### src/hw/rtl/fdll_pkg.sv
`default_nettype none

package fdll_pkg;

    localparam int BUFFER_DEPTH = 32768;
    localparam int SAMPLE_BITS  = 24;
    localparam int FRAC_BITS    = 16;
    localparam int POS_BITS     = 15;
    localparam int DELAY_BITS   = 31;
    localparam int ADDR_BITS    = $clog2(BUFFER_DEPTH);

    localparam logic REQ_WRITE = 1'b0;
    localparam logic REQ_READ  = 1'b1;

    typedef logic signed [SAMPLE_BITS-1:0] sample_t;
    typedef logic [FRAC_BITS-1:0]          frac_t;
    typedef logic [ADDR_BITS-1:0]          addr_t;

    // State of the clearing sweep that runs after reset.
    typedef struct packed {
        logic  busy;
        addr_t addr;
    } clr_status_t;

endpackage

`default_nettype wire

### src/hw/rtl/fdll_interp.sv
`default_nettype none

module fdll_interp (
    input  wire logic                                 aclk,
    input  wire logic                                 aresetn,
    input  wire logic                                 in_valid,
    output logic                                      in_ready,
    input  wire logic signed [fdll_pkg::SAMPLE_BITS-1:0] in_a,
    input  wire logic signed [fdll_pkg::SAMPLE_BITS-1:0] in_b,
    input  wire logic        [fdll_pkg::FRAC_BITS-1:0]   in_frac,
    output logic                                      m_valid,
    input  wire logic                                 m_ready,
    output logic signed      [fdll_pkg::SAMPLE_BITS-1:0] m_sample_out
);

    import fdll_pkg::*;

    localparam int PROD_W = SAMPLE_BITS + FRAC_BITS + 2;
    localparam logic signed [PROD_W-1:0] ROUND_HALF = PROD_W'(1) << (FRAC_BITS - 1);

    logic                        prod_valid_reg;
    logic signed [PROD_W-1:0]    prod_reg, prod_next;
    sample_t                     a_reg;
    logic                        out_valid_reg;
    sample_t                     out_reg, out_next;
    logic                        out_load;
    logic                        prod_load;
    logic signed [SAMPLE_BITS:0] diff;
    logic signed [FRAC_BITS:0]   frac_s;
    logic signed [PROD_W-1:0]    rounded;

    assign out_load  = !out_valid_reg || m_ready;
    assign prod_load = !prod_valid_reg || out_load;
    assign in_ready  = prod_load;

    always_comb begin
        diff      = {in_b[SAMPLE_BITS-1], in_b} - {in_a[SAMPLE_BITS-1], in_a};
        frac_s    = {1'b0, in_frac};
        prod_next = PROD_W'(diff) * PROD_W'(frac_s);
    end

    // The interpolated value always lies between a and b, so the low bits of
    // the rounded step added to a give the exact result.
    always_comb begin
        rounded  = prod_reg + ROUND_HALF;
        out_next = a_reg + rounded[FRAC_BITS +: SAMPLE_BITS];
    end

    always_ff @(posedge aclk) begin
        if (!aresetn) begin
            prod_valid_reg <= 1'b0;
            out_valid_reg  <= 1'b0;
        end else begin
            if (prod_load) begin
                prod_valid_reg <= in_valid;
            end
            if (out_load) begin
                out_valid_reg <= prod_valid_reg;
            end
        end
    end

    always_ff @(posedge aclk) begin
        if (prod_load && in_valid) begin
            prod_reg <= prod_next;
            a_reg    <= in_a;
        end
        if (out_load && prod_valid_reg) begin
            out_reg <= out_next;
        end
    end

    assign m_valid      = out_valid_reg;
    assign m_sample_out = out_reg;

endmodule

`default_nettype wire
### config.mk
export PLATFORM = sky130hd
export DESIGN_NAME = fdll_interp
export DESIGN_NICKNAME = d
export VERILOG_FILES = /design/src/hw/rtl/fdll_pkg.sv /design/src/hw/rtl/fdll_interp.sv
export SDC_FILE = /design/constraint.sdc
export NUM_CORES = 1
export LEC_CHECK = 0
export BUFFER_PORTS_ARGS = -buffer_cell sky130_fd_sc_hd__buf_2
export CORE_ASPECT_RATIO = 0.5
export CORE_MARGIN = 2
export CORE_UTILIZATION = 35
export CTS_CLUSTER_SIZE = 12
export DETAILED_ROUTE_END_ITERATION = 8
export HOLD_SLACK_MARGIN = 0.03
export PLACE_DENSITY_LB_ADDON = 0.25
export SLEW_MARGIN = 20
export SYNTH_ARGS = -nofsm -noshare
export SYNTH_HDL_FRONTEND = slang
export SYNTH_SLANG_ARGS = --single-unit
### constraint.sdc
create_clock -name aclk -period 24.5 [get_ports aclk]
set_clock_uncertainty 0.1 [all_clocks]
set_input_delay 3.675 -clock aclk [delete_from_list [all_inputs] [get_ports aclk]]
set_output_delay 3.675 -clock aclk [all_outputs]
set_load 0.005 [all_outputs]
==> metrics, run 1 <==
FF+latch area approximately 2200 um2; outcome finished clean; synth cell count leaders 478 x inv_1, 373 x fa_1, 225 x nand2_1, 145 x ha_1, 134 x and2_1; CTS tree built; share of post-route cells with drive strength above 1 0.0851; max incr delay on CP between 0.5 and 0.6 ns; Crit. End Element flop; Final min period ~12 ns; Worst path top cell family by delay adder cells; DR iter-0 viols approximately 820; CTS Buf Count 9; CTS sink cnt between 70 and 80; Rows 60; Main synth FF type edfxtp_1; worst r2r dst m_sample_out[23]$_DFFE_PP_; Final setup viols 0; Slew HR 0.233; Syn Nets 2,630; die area roughly 56,000 um2; Hold Path Depth 1; critical path fanouts, max 16; synth warn 0; Worst setup SP type primary input; Place WS about 12 ns; First-pass DRT Iterations 5; Yosys top cell area share 0.393; largest net degree at the start of global routing 50; Post-DP Area 20,300 um2; worst path bufs/invs 7; Nets approximately 2,700; final hold violations 0; design area about 20,000 um2; Reg2Reg Depth 12; fin crit share 0.493; CTS Hold Buffers Added 0; cts repair resizes 0; die width between 300 and 400 um; top post-synthesis cells by area fa_1 39%, edfxtp_1 12%, ha_1 9.5%; Reg clk slew, reported paths around 0.06 ns; register bit total from synthesis 75; Tot GR Track Use 0.186; area delta synth->final 8.38%; clk root buf clkbuf_16; leading area contributor after synthesis fa_1; R2R Path Start prod_reg[15]$_DFFE_PP_; arrival time worst endpoint 12.06 ns; DR vias between 10,000 and 15,000; sequential area share after synthesis 0.117; Via density about 4.8; hold path startpoint prod_valid_reg$_SDFFE_PN0N_; Mapped Avg Cell Area around 9.3 um2; Residual DRC 0; Die Span Y around 170 um; Worst Setup Path Type primary input to flop; Post-CTS Setup Bufs 0; grt ovf 0; Hold Crit Class flop to flop; post-DR wirelength/cell between 15 and 20 um; Async S/R FF share, synth 0; I/O Pins between 90 and 100; WL final 50.4 mm; top-count cell post-synth inv_1; post-route ant nets 0; setup tns final 0 ns; vias in the first global route about 15,000; pins over their slew limit 0; slowest CP cell fa_1; max reg flops 25; CP dominant cell by count fa_1; RSZ-0062 raised after global routing no; Placer Congestion 0.857; Initial Util 0.354; Port-buffer cells 93; Worst EP required 24.48 ns; FILL cells ~5,400; Post-synth EDFFs 73; antenna violations before repair 3; area of the core 53,700 um2; post-DP HPWL ~39 mm; cell count after synthesis 2,044; max capacitance violation total 0; hold_ws approximately 0.43 ns; Skew-Pair Late Insertion Delay between 0.3 and 0.4 ns; Max Buffers Root-to-Sink 2; Fmax between 0.08 and 0.09 GHz; Worst Max-Slew Pin Slew approximately 1.1 ns; multi-input logic area approximately 15,000 um2; WHS Endpoint m_valid$_SDFFE_PN0P_; Reg2Reg Setup Slack just over 20 ns; H-tree depth 3; Post-Syn Area approximately 19,000 um2; Cell variety after synth roughly 70; first-pass GRT wire length between 80 and 90 mm; post-route setup slack 12.42 ns
## cell usage in the layout, fill, tap and decap left out, types with 5 or more instances in the layout
cell type / n
and2_1: 133
nand2b_1: 38
nor3b_1: 13
nand3_1: 27
nor3_1: 16
buf_4: 24
and3_2: 6
o21a_1: 15
nand3b_1: 7
a211oi_1: 13
nor2b_1: 43
mux2_2: 6
a21o_1: 13
o21bai_1: 6
and3_1: 20
fa_1: 373
edfxtp_1: 73
or3_1: 5
ha_1: 145
xnor2_2: 8
maj3_1: 5
a21oi_1: 48
a31oi_1: 5
xor2_1: 18
buf_2: 93
nor2_1: 49
clkbuf_16: 9
mux2i_1: 9
inv_1: 478
o21ai_0: 32
nand4_1: 10
xnor2_1: 70
nand2_1: 225
## how the worst max path moves through the flow
stage	from	endpoint	slack, ns	depth (start not counted)
2_1_floorplan	in_b[0]	prod_reg[39]$_DFFE_PP_	13.20	30
3_3_place_gp	in_a[1]	prod_reg[39]$_DFFE_PP_	12.21	32
3_5_place_dp	in_a[1]	prod_reg[39]$_DFFE_PP_	12.04	32
4_1_cts	in_a[1]	prod_reg[39]$_DFFE_PP_	12.42	32
5_1_grt	in_a[1]	prod_reg[39]$_DFFE_PP_	11.93	32
6_report	in_a[1]	prod_reg[39]$_DFFE_PP_	12.42	32
## worst reg2reg max path, stage by stage (launching register included)
cell and delay, ns:
edfxtp_1 0.40, ha_1 0.26, xor2_1 0.30, ha_1 0.31, a211oi_1 0.29, o21ai_0 0.26
a311oi_1 0.47, o211ai_1 0.18, o211ai_1 0.14, a21oi_1 0.14, a211oi_1 0.37, a21oi_1 0.18
xnor2_1 0.16
## kinds of logic after synthesis
kind of cell,after synthesis,synth area share
AOI/OAI and AO/OA,172,0.0613
xor gates and xnor gates,99,0.0463
adders and majority gates,523,0.491
buffers and inverters,552,0.111
DFF,75,0.117
muxes,17,0.00948
and+or+nand+nor,606,0.163
## per-stage QoR
stage,std cells,utilization
after CTS,2816,0.384
after detailed placement,2800,0.378
after floorplan,2044,-
after global placement,2800,0.378
after global routing,2818,0.384
final,2818,0.384
## final cells by class
| class | instances | area share |
|---|---|---|
| diodes | 2 | 0.000243 |
| clock buffers | 11 | 0.0118 |
| clock inverters | 5 | 0.00182 |
| inverters | 478 | 0.0871 |
| multi-input cells | 1417 | 0.716 |
| flip-flops and latches | 75 | 0.108 |
| well taps | 713 | 0.0433 |
| repair buffers | 117 | 0.0313 |
## metal layers
layer / share of wire / GRT usage
met1: 0.48 / 0.268
met2: 0.45 / 0.298
met3: 0.054 / 0.0254
met4: 0.014 / 0.0393
met5: 0 / 0
Power of run 1 is not shown: default switching activity piles up to over one toggle a cycle in this logic, so the estimate is an artifact.
==> inputs of run 2 (changes only) <==
- clock period: 24.5 -> 11.3 ns (I/O delays scaled with it)
==> run 2 against run 1 <==
Compared with the run above: sequential share of layout area is essentially flat; utilization is essentially flat; critical path depth shrank 3; final area is essentially flat; die area is the same; count of clock-buffer cells in the layout shrank 2; flip-flop and latch count is the same; critical path type unchanged; critical endpoint unchanged.
==> metrics, run 2 (synthesis results as in run 1) <==
outcome finished clean; Final min period ~10 ns; Final setup viols 0; largest net degree at the start of global routing 50; post-DR wirelength/cell roughly 18 um; max reg flops 25; share of post-route cells with drive strength above 1 0.0831; DR vias 13,513; most frequent cells in the layout 478 x inv_1, 373 x fa_1, 225 x nand2_1; Fmax around 0.1 GHz; Nets 2,688; grt ovf 0; die width approximately 330 um; Tot GR Track Use 0.185; DR iter-0 viols approximately 850; cts repair resizes 0; worst path bufs/invs 4; First-pass DRT Iterations 5; max capacitance violation total 0; RSZ-0062 raised after global routing no; Worst path top cell family by delay adder cells; CP dominant cell by count fa_1; Rows 60; Hold Crit Class flop to flop; Die Span Y 169 um; clk root buf clkbuf_16; FILL cells around 5,400; CTS Hold Buffers Added 0; Initial Util 0.354; Placer Congestion approximately 0.85; fin crit share 0.885; I/O Pins 94; Post-CTS Setup Bufs 0; Slew HR 0.333; antenna violations before repair 2; first-pass GRT wire length 80.8 mm; critical path fanouts, max 19; max incr delay on CP between 0.7 and 0.8 ns; Residual DRC 0; CTS sink cnt 75; final hold violations 0; Worst Max-Slew Pin Slew 0.995 ns; CTS tree built; most common cell after layout, fill and taps aside inv_1; Port-buffer cells 93; H-tree depth 3; Skew-Pair Late Insertion Delay around 0.33 ns; Hold Path Depth 1; Via density 4.79; WL final 50.5 mm; post-DP HPWL a little over 40 mm; Reg clk slew, reported paths about 0.070 ns; slowest CP cell fa_1; critical path depth 29; vias in the first global route roughly 14,000; Reg2Reg Depth 12; Max Buffers Root-to-Sink 2; area of the core about 54,000 um2; Worst Setup Path Type primary input to flop; die area approximately 56,000 um2; Worst EP required between 10 and 15 ns; post-route ant nets 0; Worst setup SP type primary input; pins over their slew limit 0; Crit. End Element flop; area delta synth->final 8.33%; setup tns final 0 ns; CTS Buf Count 9; arrival time worst endpoint 9.98 ns
==> run 2: cell count changes in the layout (fill, tap and decap cells not counted) <==
cell	delta
buf_4	+4
bufinv_16	+1
clkinv_4	-1
o311ai_2	-1
o311ai_4	+1
xor2_2	-2
inv_6	+1
xnor2_2	-7
clkbuf_8	-1
clkinvlp_4	+1
diode_2	-1
xnor2_1	+7
xor2_1	+2
clkbuf_1	-1
==> run 2: area by class of cell <==
cell class	count	area, um2	share of cell area
multi-input cells	1417	14700	0.714
clock buffers	9	225	0.0109
inverters	478	1790	0.0871
diodes	1	2.50	0.000122
repair buffers	121	676	0.0328
clock inverters	7	75.1	0.00365
flip-flops and latches	75	2230	0.108
well taps	713	892	0.0433
==> run 2: final timing paths <==
| check | from | to | slack (ns) |
|---|---|---|---|
| max | in_a[0] | prod_reg[39]$_DFFE_PP_ | 1.30 |
| min | prod_valid_reg$_SDFFE_PN0N_ | m_valid$_SDFFE_PN0P_ | 0.42 |
| max reg2reg | prod_reg[16]$_DFFE_PP_ | m_sample_out[23]$_DFFE_PP_ | 7.53 |
| min reg2reg | prod_valid_reg$_SDFFE_PN0N_ | m_valid$_SDFFE_PN0P_ | 0.42 |
==> run 2: metrics by stage <==
step                utilization  setup WS (ns)  area [um2]  instances  hold WS (ns)
finish                    0.384           1.30       20600       2821         0.421
global placement          0.378          0.949       20300       2804         0.402
global route              0.384          0.714       20600       2821         0.449
CTS                       0.383           1.09       20600       2820         0.425
detailed placement        0.378          0.727       20300       2804         0.413
floorplan                     -           1.98       19000       2044         0.377
==> run 2: metal layers <==
| metal | vias to the layer above | part of all wire | track usage |
|---|---|---|---|
| li1 | 6317 | - | - |
| met4 | 0 | 0.0083 | 0.0291 |
| met2 | 322 | 0.47 | 0.308 |
| met5 | - | 0 | 0 |
| met1 | 6846 | 0.47 | 0.266 |
| met3 | 28 | 0.054 | 0.0192 |
Power of run 2 is left out for the same reason.
