`src/hw/rtl/fdll_pkg.sv`:
```
`default_nettype none

package fdll_pkg;

    localparam int BUFFER_DEPTH = 32768;
    localparam int SAMPLE_BITS  = 24;
    localparam int FRAC_BITS    = 16;
    localparam int POS_BITS     = 15;
    localparam int DELAY_BITS   = 31;
    localparam int ADDR_BITS    = $clog2(BUFFER_DEPTH);

    localparam logic REQ_WRITE = 1'b0;
    localparam logic REQ_READ  = 1'b1;

    typedef logic signed [SAMPLE_BITS-1:0] sample_t;
    typedef logic [FRAC_BITS-1:0]          frac_t;
    typedef logic [ADDR_BITS-1:0]          addr_t;

    // State of the clearing sweep that runs after reset.
    typedef struct packed {
        logic  busy;
        addr_t addr;
    } clr_status_t;

endpackage

`default_nettype wire

```
`src/hw/rtl/fdll_clear.sv`:
```
`default_nettype none

module fdll_clear (
    input  wire logic                 aclk,
    input  wire logic                 aresetn,
    output fdll_pkg::clr_status_t     clr_status
);

    import fdll_pkg::*;

    localparam addr_t LAST_ADDR = addr_t'(BUFFER_DEPTH - 1);

    logic  busy_reg, busy_next;
    addr_t addr_reg, addr_next;

    always_comb begin
        busy_next = busy_reg;
        addr_next = addr_reg;
        if (busy_reg) begin
            addr_next = addr_reg + addr_t'(1);
            if (addr_reg == LAST_ADDR) begin
                busy_next = 1'b0;
            end
        end
    end

    always_ff @(posedge aclk) begin
        if (!aresetn) begin
            busy_reg <= 1'b1;
            addr_reg <= '0;
        end else begin
            busy_reg <= busy_next;
            addr_reg <= addr_next;
        end
    end

    assign clr_status.busy = busy_reg;
    assign clr_status.addr = addr_reg;

endmodule

`default_nettype wire

```
`config.mk`:
```
export PLATFORM = sky130hd
export DESIGN_NAME = fdll_clear
export DESIGN_NICKNAME = d
export VERILOG_FILES = /design/src/hw/rtl/fdll_pkg.sv /design/src/hw/rtl/fdll_clear.sv
export SDC_FILE = /design/constraint.sdc
export NUM_CORES = 1
export LEC_CHECK = 0
export BUFFER_PORTS_ARGS = -buffer_cell sky130_fd_sc_hd__buf_2
export CELL_PAD_IN_SITES_DETAIL_PLACEMENT = 1
export CELL_PAD_IN_SITES_GLOBAL_PLACEMENT = 2
export CORE_MARGIN = 2
export CORE_UTILIZATION = 31
export DETAILED_ROUTE_END_ITERATION = 8
export PLACE_DENSITY_LB_ADDON = 0.1
export SLEW_MARGIN = 20
export SYNTH_ARGS = -nofsm -noshare
export SYNTH_HDL_FRONTEND = slang
export SYNTH_SLANG_ARGS = --single-unit
```
`constraint.sdc`:
```
create_clock -name aclk -period 1.6 [get_ports aclk]
set_input_delay 0.32 -clock aclk [delete_from_list [all_inputs] [get_ports aclk]]
set_output_delay 0.32 -clock aclk [all_outputs]
set_load 0.005 [all_outputs]
```
==> impl_metrics.csv, run 1 <==
group,metric,value,unit
power_and_ir_drop,pwr-share-seq,0.614,
logic_synthesis,ys_seq_elements,16,
logic_synthesis,synth_cell_types,25,
worst_setup_path,end_kind,"flop",
floorplan,dieArea,3040,um2
floorplan,fp.dieW,55.1,um
sta,worst_slack,147,ps
power_and_ir_drop,power.total,672,uW
routing,drc,0,
worst_setup_path,r2r_cells,4,
sta,fin_crit,1450,ps
final_layout,nNetsFinal,113,
clocking,insertion_delay,280,ps
routing,vias_per_cell,5.11,
sta,tightest_slew,339,ps
sta,whs,338,ps
worst_setup_path,cp_cell_sequence,"ha_1, inv_1, or4_1, a21oi_1",
routing,drt_iter0_markers,3,
power_and_ir_drop,combPwrFrac,0.067,
worst_setup_path,cp.depth,4,
logic_synthesis,synth.avg_cell_area,9.30,um2
logic_synthesis,ys_seq_area_frac,0.396,
sta,drv_slew,0,
worst_setup_path,crit_start,"addr_reg[0]",
clocking,ctsHoldBuffers,0,
logic_synthesis,synthesis.area,810,um2
global_route,grt_use_total,0.146,
clocking,cts_buffers,3,
power_and_ir_drop,switchingPower,162,uW
worst_setup_path,slowest_delay,510,ps
routing,num_vias,705,
sta,setup-tns-final,0,ps
clocking,htreeDepth,1,
placement,numPortBuffers,17,
status,status,"finished clean",
sta,finalSetupViolCount,0,
worst_setup_path,criticalPathCategory,"flop to flop",
sta,grt_setup_unrepaired,"no",
logic_synthesis,yosys-top-cells-area,"dfxtp_1, nor4_2, mux2i_1",
floorplan,die_h,55.1,um
final_layout,antenna_cells,0,
clocking,tritoncts,"done",
clocking,cts_setup_buffers,0,
logic_synthesis,ys_warn_count,0,
logic_synthesis,synth_top_cell_by_area,"dfxtp_1",
clocking,ctsResizeCount,0,
worst_setup_path,crit_family,"simple AND/OR/NAND/NOR gates",
power_and_ir_drop,clockPowerShare,0.319,
worst_setup_path,slowest_stage,"or4_1",
worst_setup_path,cp_max_fo,6,
logic_synthesis,syn-num-nets,90,
logic_synthesis,synth_edf_count,0,
clocking,cts_sinks,16,
logic_synthesis,ys.flop_type,"dfxtp_1",
worst_setup_path,worst_ep_required_time,1820,ps
worst_setup_path,start_kind,"flop",
routing,totalWireLength,1860,um
worst_hold_path,holdCritPathClass,"input pin to flop",
routing,firstDrtPassIters,4,
final_layout,drive_above_1_share,0.315,
placement,dpl_cell_area,940,um2
worst_setup_path,r2r_slack,150,ps
floorplan,boundaryPins,18,
worst_setup_path,regToRegStartpoint,"addr_reg[0]",
clocking,clk_pin_slew,100,ps
sta,max_freq,688,MHz
floorplan,initial_core_util,0.327,
power_and_ir_drop,powerDensity,692,nW/um2
clocking,clock_path_buffers,2,
placement,globalplace.congestion,0.625,
final_layout,largest_register_ffs,15,
floorplan,core_area,2480,um2
final_layout,finish.instance_area,971,um2
power_and_ir_drop,leakagePower,0.373,nW
sta,period_share,0.908,
logic_synthesis,syn_inst,87,
worst_setup_path,crit_arrival,1680,ps
power_and_ir_drop,switching_share,0.241,
logic_synthesis,postSynth.asyncResetShare,0,
power_and_ir_drop,p_int,510,uW
floorplan,std_cell_rows,18,
placement,dp_slack,86.7,ps
sta,max_slew_margin,0.774,
run,drv_cap,0,
routing,ant_nets,0,
global_route,grt.overflow.total,0,
global_route,grt_pass1_wl,3080,um
final_layout,synthToLayoutAreaGrowth,19.9,%
worst_setup_path,r2r-end,"addr_reg[8]",
sta,skew,3.78,ps
routing,drt-wirelength-per-cell,13.5,um
logic_synthesis,synth_top_area_frac,0.396,
global_route,grt_pass1_vias,651,
worst_setup_path,endpoint,"addr_reg[8]",
global_route,grt_max_degree,13,
global_route,antenna_found_initial,0,
clocking,root_buffer,"clkbuf_4",
sta,hold_violations,0,
placement,hpwl,1390,um
worst_setup_path,crit_buf_inv,1,
power_and_ir_drop,ir_worst_vdd,0.000421,V
[worst min path at each step]
stage,from,to,slack (ps),cells after the start
after global placement,addr_reg[14],addr_reg[14],470,2
after floorplan,addr_reg[13],addr_reg[13],470,2
after detailed placement,addr_reg[13],addr_reg[13],480,2
after CTS,aresetn,busy_reg,330,2
final,aresetn,busy_reg,340,2
after global routing,aresetn,busy_reg,340,2
[cell usage after synthesis, drive strengths merged, types with 2 or more instances]
master / count
nor2: 5
nor4: 6
dfxtp: 16
a21oi: 5
mux2i: 6
nand2: 11
o21ai: 2
inv: 4
nand4: 7
buf: 3
nand3: 2
xor2: 3
o31ai: 4
nand2b: 5
or4: 4
[layout make-up]
class	instances	area, um2
Clock buffer	3	22.5
Fill cell	309	1510
Inverter	4	15.0
Multi-Input combinational cell	63	453
Sequential cell	16	320
Tap cell	30	37.5
Timing Repair Buffer	22	123
[metal layers]
metal | share of wire | GRT usage | vias up | wire length (um)
met1 | 0.50 | 0.203 | 332 | 930
met3 | 0.034 | 0.0242 | 2 | 63
met2 | 0.46 | 0.224 | 15 | 857
li1 | - | - | 356 | -
met5 | 0 | 0 | - | 0
met4 | 0.0070 | 0.0610 | 0 | 13
[logic make-up after synthesis]
group / after synthesis / synth area share
multiplexers: 6 / 0.0742
AO/OA/AOI/OAI: 11 / 0.0804
adder cells (fa/ha/maj): 1 / 0.0155
flip-flops: 16 / 0.396
XOR/XNOR: 4 / 0.0433
buffers and inverters: 8 / 0.0556
AND/OR/NAND/NOR: 41 / 0.335
[through the flow]
step / cells / utilization
5_1_grt: 138 / 0.392
4_1_cts: 138 / 0.388
3_5_place_dp: 135 / 0.379
3_3_place_gp: 135 / 0.379
2_1_floorplan: 87 / -
6_report: 138 / 0.392
[layout by cell type (no fill, tap or decap)]
cell type | netlist | layout
buf_4 | 2 | 5
mux2i_1 | 6 | 6
clkbuf_4 | 0 | 3
o21ai_0 | 1 | 1
nor2_1 | 5 | 5
o31ai_1 | 4 | 4
nor4_2 | 5 | 5
nand4_4 | 1 | 2
ha_1 | 1 | 1
xnor2_1 | 1 | 1
or4_1 | 4 | 4
o21ai_1 | 1 | 1
inv_1 | 2 | 2
nand3_1 | 2 | 2
or3_1 | 1 | 1
nor4_1 | 1 | 1
nand2b_1 | 5 | 5
nand4_1 | 5 | 5
dfxtp_1 | 16 | 16
xor2_1 | 3 | 3
a21oi_1 | 5 | 5
inv_2 | 2 | 2
nand2_1 | 11 | 11
buf_2 | 0 | 17
[power groups by stage]
| stage | clock [mW] | combinational (mW) | sequential, mW |
|---|---|---|---|
| after global routing | 0.256 | 0.0521 | 0.414 |
| after floorplan | 0 | 0.0250 | 0.422 |
| after detailed placement | 0 | 0.0463 | 0.421 |
| after CTS | 0.230 | 0.0465 | 0.412 |
| after global placement | 0 | 0.0454 | 0.421 |
| final | 0.214 | 0.0452 | 0.412 |
Note: power is estimated with default switching activity, not from simulation.
==> run 2: changes to the inputs <==
--- a/config.mk
+++ b/config.mk
@@ -9,7 +9,7 @@
 export CELL_PAD_IN_SITES_DETAIL_PLACEMENT = 1
 export CELL_PAD_IN_SITES_GLOBAL_PLACEMENT = 2
 export CORE_MARGIN = 2
-export CORE_UTILIZATION = 31
+export CORE_UTILIZATION = 33
 export DETAILED_ROUTE_END_ITERATION = 8
 export PLACE_DENSITY_LB_ADDON = 0.1
 export SLEW_MARGIN = 20
==> constraint.sdc (replaced) <==
create_clock -name aclk -period 1.85 [get_ports aclk]
set_input_delay 0.37 -clock aclk [delete_from_list [all_inputs] [get_ports aclk]]
set_output_delay 0.37 -clock aclk [all_outputs]
set_load 0.005 [all_outputs]
==> run 2 against run 1 <==
Sequential power down 13%; setup slack improved by 80 ps; global-route usage grew 0.81 points; non-clock buffer count decreased by 4; maximum frequency decreased by 10%; highest routed layer unchanged; combinational power down 25%; flip-flop and latch count did not move; cell count is 3.6% lower; largest power group unchanged.
==> impl_metrics.csv, run 2 (synthesis gave the netlist of run 1 again) <==
group,metric,value,unit
clocking,clk_pin_slew,110,ps
final_layout,largest_register_ffs,15,
global_route,grt_use_total,0.155,
sta,tightest_slew,400,ps
worst_hold_path,hold_depth,2,
sta,worst_slack,227,ps
routing,totalWireLength,1890,um
worst_setup_path,worst_ep_required_time,2080,ps
sta,whs,375,ps
worst_setup_path,start_kind,"flop",
sta,skew,1.59,ps
floorplan,core_area,2280,um2
global_route,grt_pass1_vias,665,
routing,drt_iter0_markers,13,
worst_setup_path,r2r_cells,3,
routing,firstDrtPassIters,4,
floorplan,die_h,53.5,um
placement,dp_slack,245,ps
worst_setup_path,criticalPathCategory,"flop to flop",
run,drv_cap,0,
sta,setup-tns-final,0,ps
routing,vias_per_cell,5.27,
placement,dpl_cell_area,907,um2
worst_setup_path,slowest_stage,"or4_1",
sta,drv_slew,0,
clocking,tritoncts,"done",
clocking,insertion_delay,290,ps
final_layout,synthToLayoutAreaGrowth,16.5,%
global_route,grt.overflow.total,0,
placement,placed_cells,129,
final_layout,final_common_cell,"buf_2",
routing,ant_nets,0,
sta,grt_setup_unrepaired,"no",
power_and_ir_drop,leakagePower,0.354,nW
floorplan,boundaryPins,18,
clocking,cts_buffers,3,
worst_setup_path,cp.depth,3,
sta,period_share,0.877,
floorplan,dieArea,2870,um2
placement,numPortBuffers,17,
final_layout,layout.cells.non_filler,133,
worst_setup_path,cp_max_fo,14,
clocking,ctsResizeCount,0,
worst_setup_path,crit_buf_inv,0,
final_layout,drive_above_1_share,0.295,
clocking,clock_path_buffers,2,
sta,fin_crit,1620,ps
sta,max_freq,616,MHz
worst_setup_path,crit_family,"simple AND/OR/NAND/NOR gates",
clocking,cts_setup_buffers,0,
global_route,antenna_found_initial,0,
worst_setup_path,cp_cell_sequence,"nand4_2, or4_1, a21oi_1",
routing,num_vias,701,
final_layout,finish.instance_area,943,um2
clocking,htreeDepth,1,
sta,max_slew_margin,0.733,
clocking,root_buffer,"clkbuf_4",
clocking,cts_sinks,16,
global_route,grt_max_degree,15,
worst_setup_path,end_kind,"flop",
floorplan,initial_core_util,0.356,
power_and_ir_drop,ir_worst_vdd,0.000279,V
floorplan,std_cell_rows,17,
status,status,"finished clean",
placement,hpwl,1360,um
worst_hold_path,holdCritPathClass,"input pin to flop",
worst_setup_path,crit_arrival,1850,ps
final_layout,final_cell_mix,"buf_2, dfxtp_1, nand2_1",
routing,drt-wirelength-per-cell,14.2,um
final_layout,antenna_cells,0,
placement,globalplace.congestion,0.679,
global_route,grt_pass1_wl,3170,um
floorplan,fp.dieW,53.5,um
routing,drc,0,
sta,finalSetupViolCount,0,
sta,hold_violations,0,
final_layout,nNetsFinal,109,
power_and_ir_drop,powerDensity,678,nW/um2
worst_setup_path,slowest_delay,600,ps
clocking,ctsHoldBuffers,0,
-- run 2: metrics by stage --
step                 util  power, mW
detailed placement  0.399      0.400
CTS                 0.415      0.648
finish              0.415      0.639
floorplan               -      0.387
global route        0.415      0.669
global placement    0.399      0.399
-- run 2: final timing paths --
kind,end,from,slack (ps)
worst max-delay path,addr_reg[8],addr_reg[2],230
worst min-delay path,busy_reg,aresetn,380
worst max register to register,addr_reg[8],addr_reg[2],230
worst min register to register,addr_reg[13],addr_reg[13],490
-- run 2: final cells by class --
class,instances,area (um2)
fill,271,1330
multi-input combinational,63,444
timing repair buffer,18,92.6
clock buffer,4,36.3
inverter,4,15.0
sequential,16,320
tap,28,35.0
-- run 2: power by group --
group,internal [mW],switching [mW],total [mW],leakage [nW]
registers,0.350,0.00747,0.357,0.130
logic,0.0127,0.0214,0.0341,0.203
clock network,0.120,0.128,0.248,0.0210
-- run 2: per-layer routing --
layer / routed length [um] / track usage
met5: 0 / 0
met1: 943 / 0.208
met4: 14 / 0.0641
met2: 865 / 0.243
met3: 64 / 0.0278
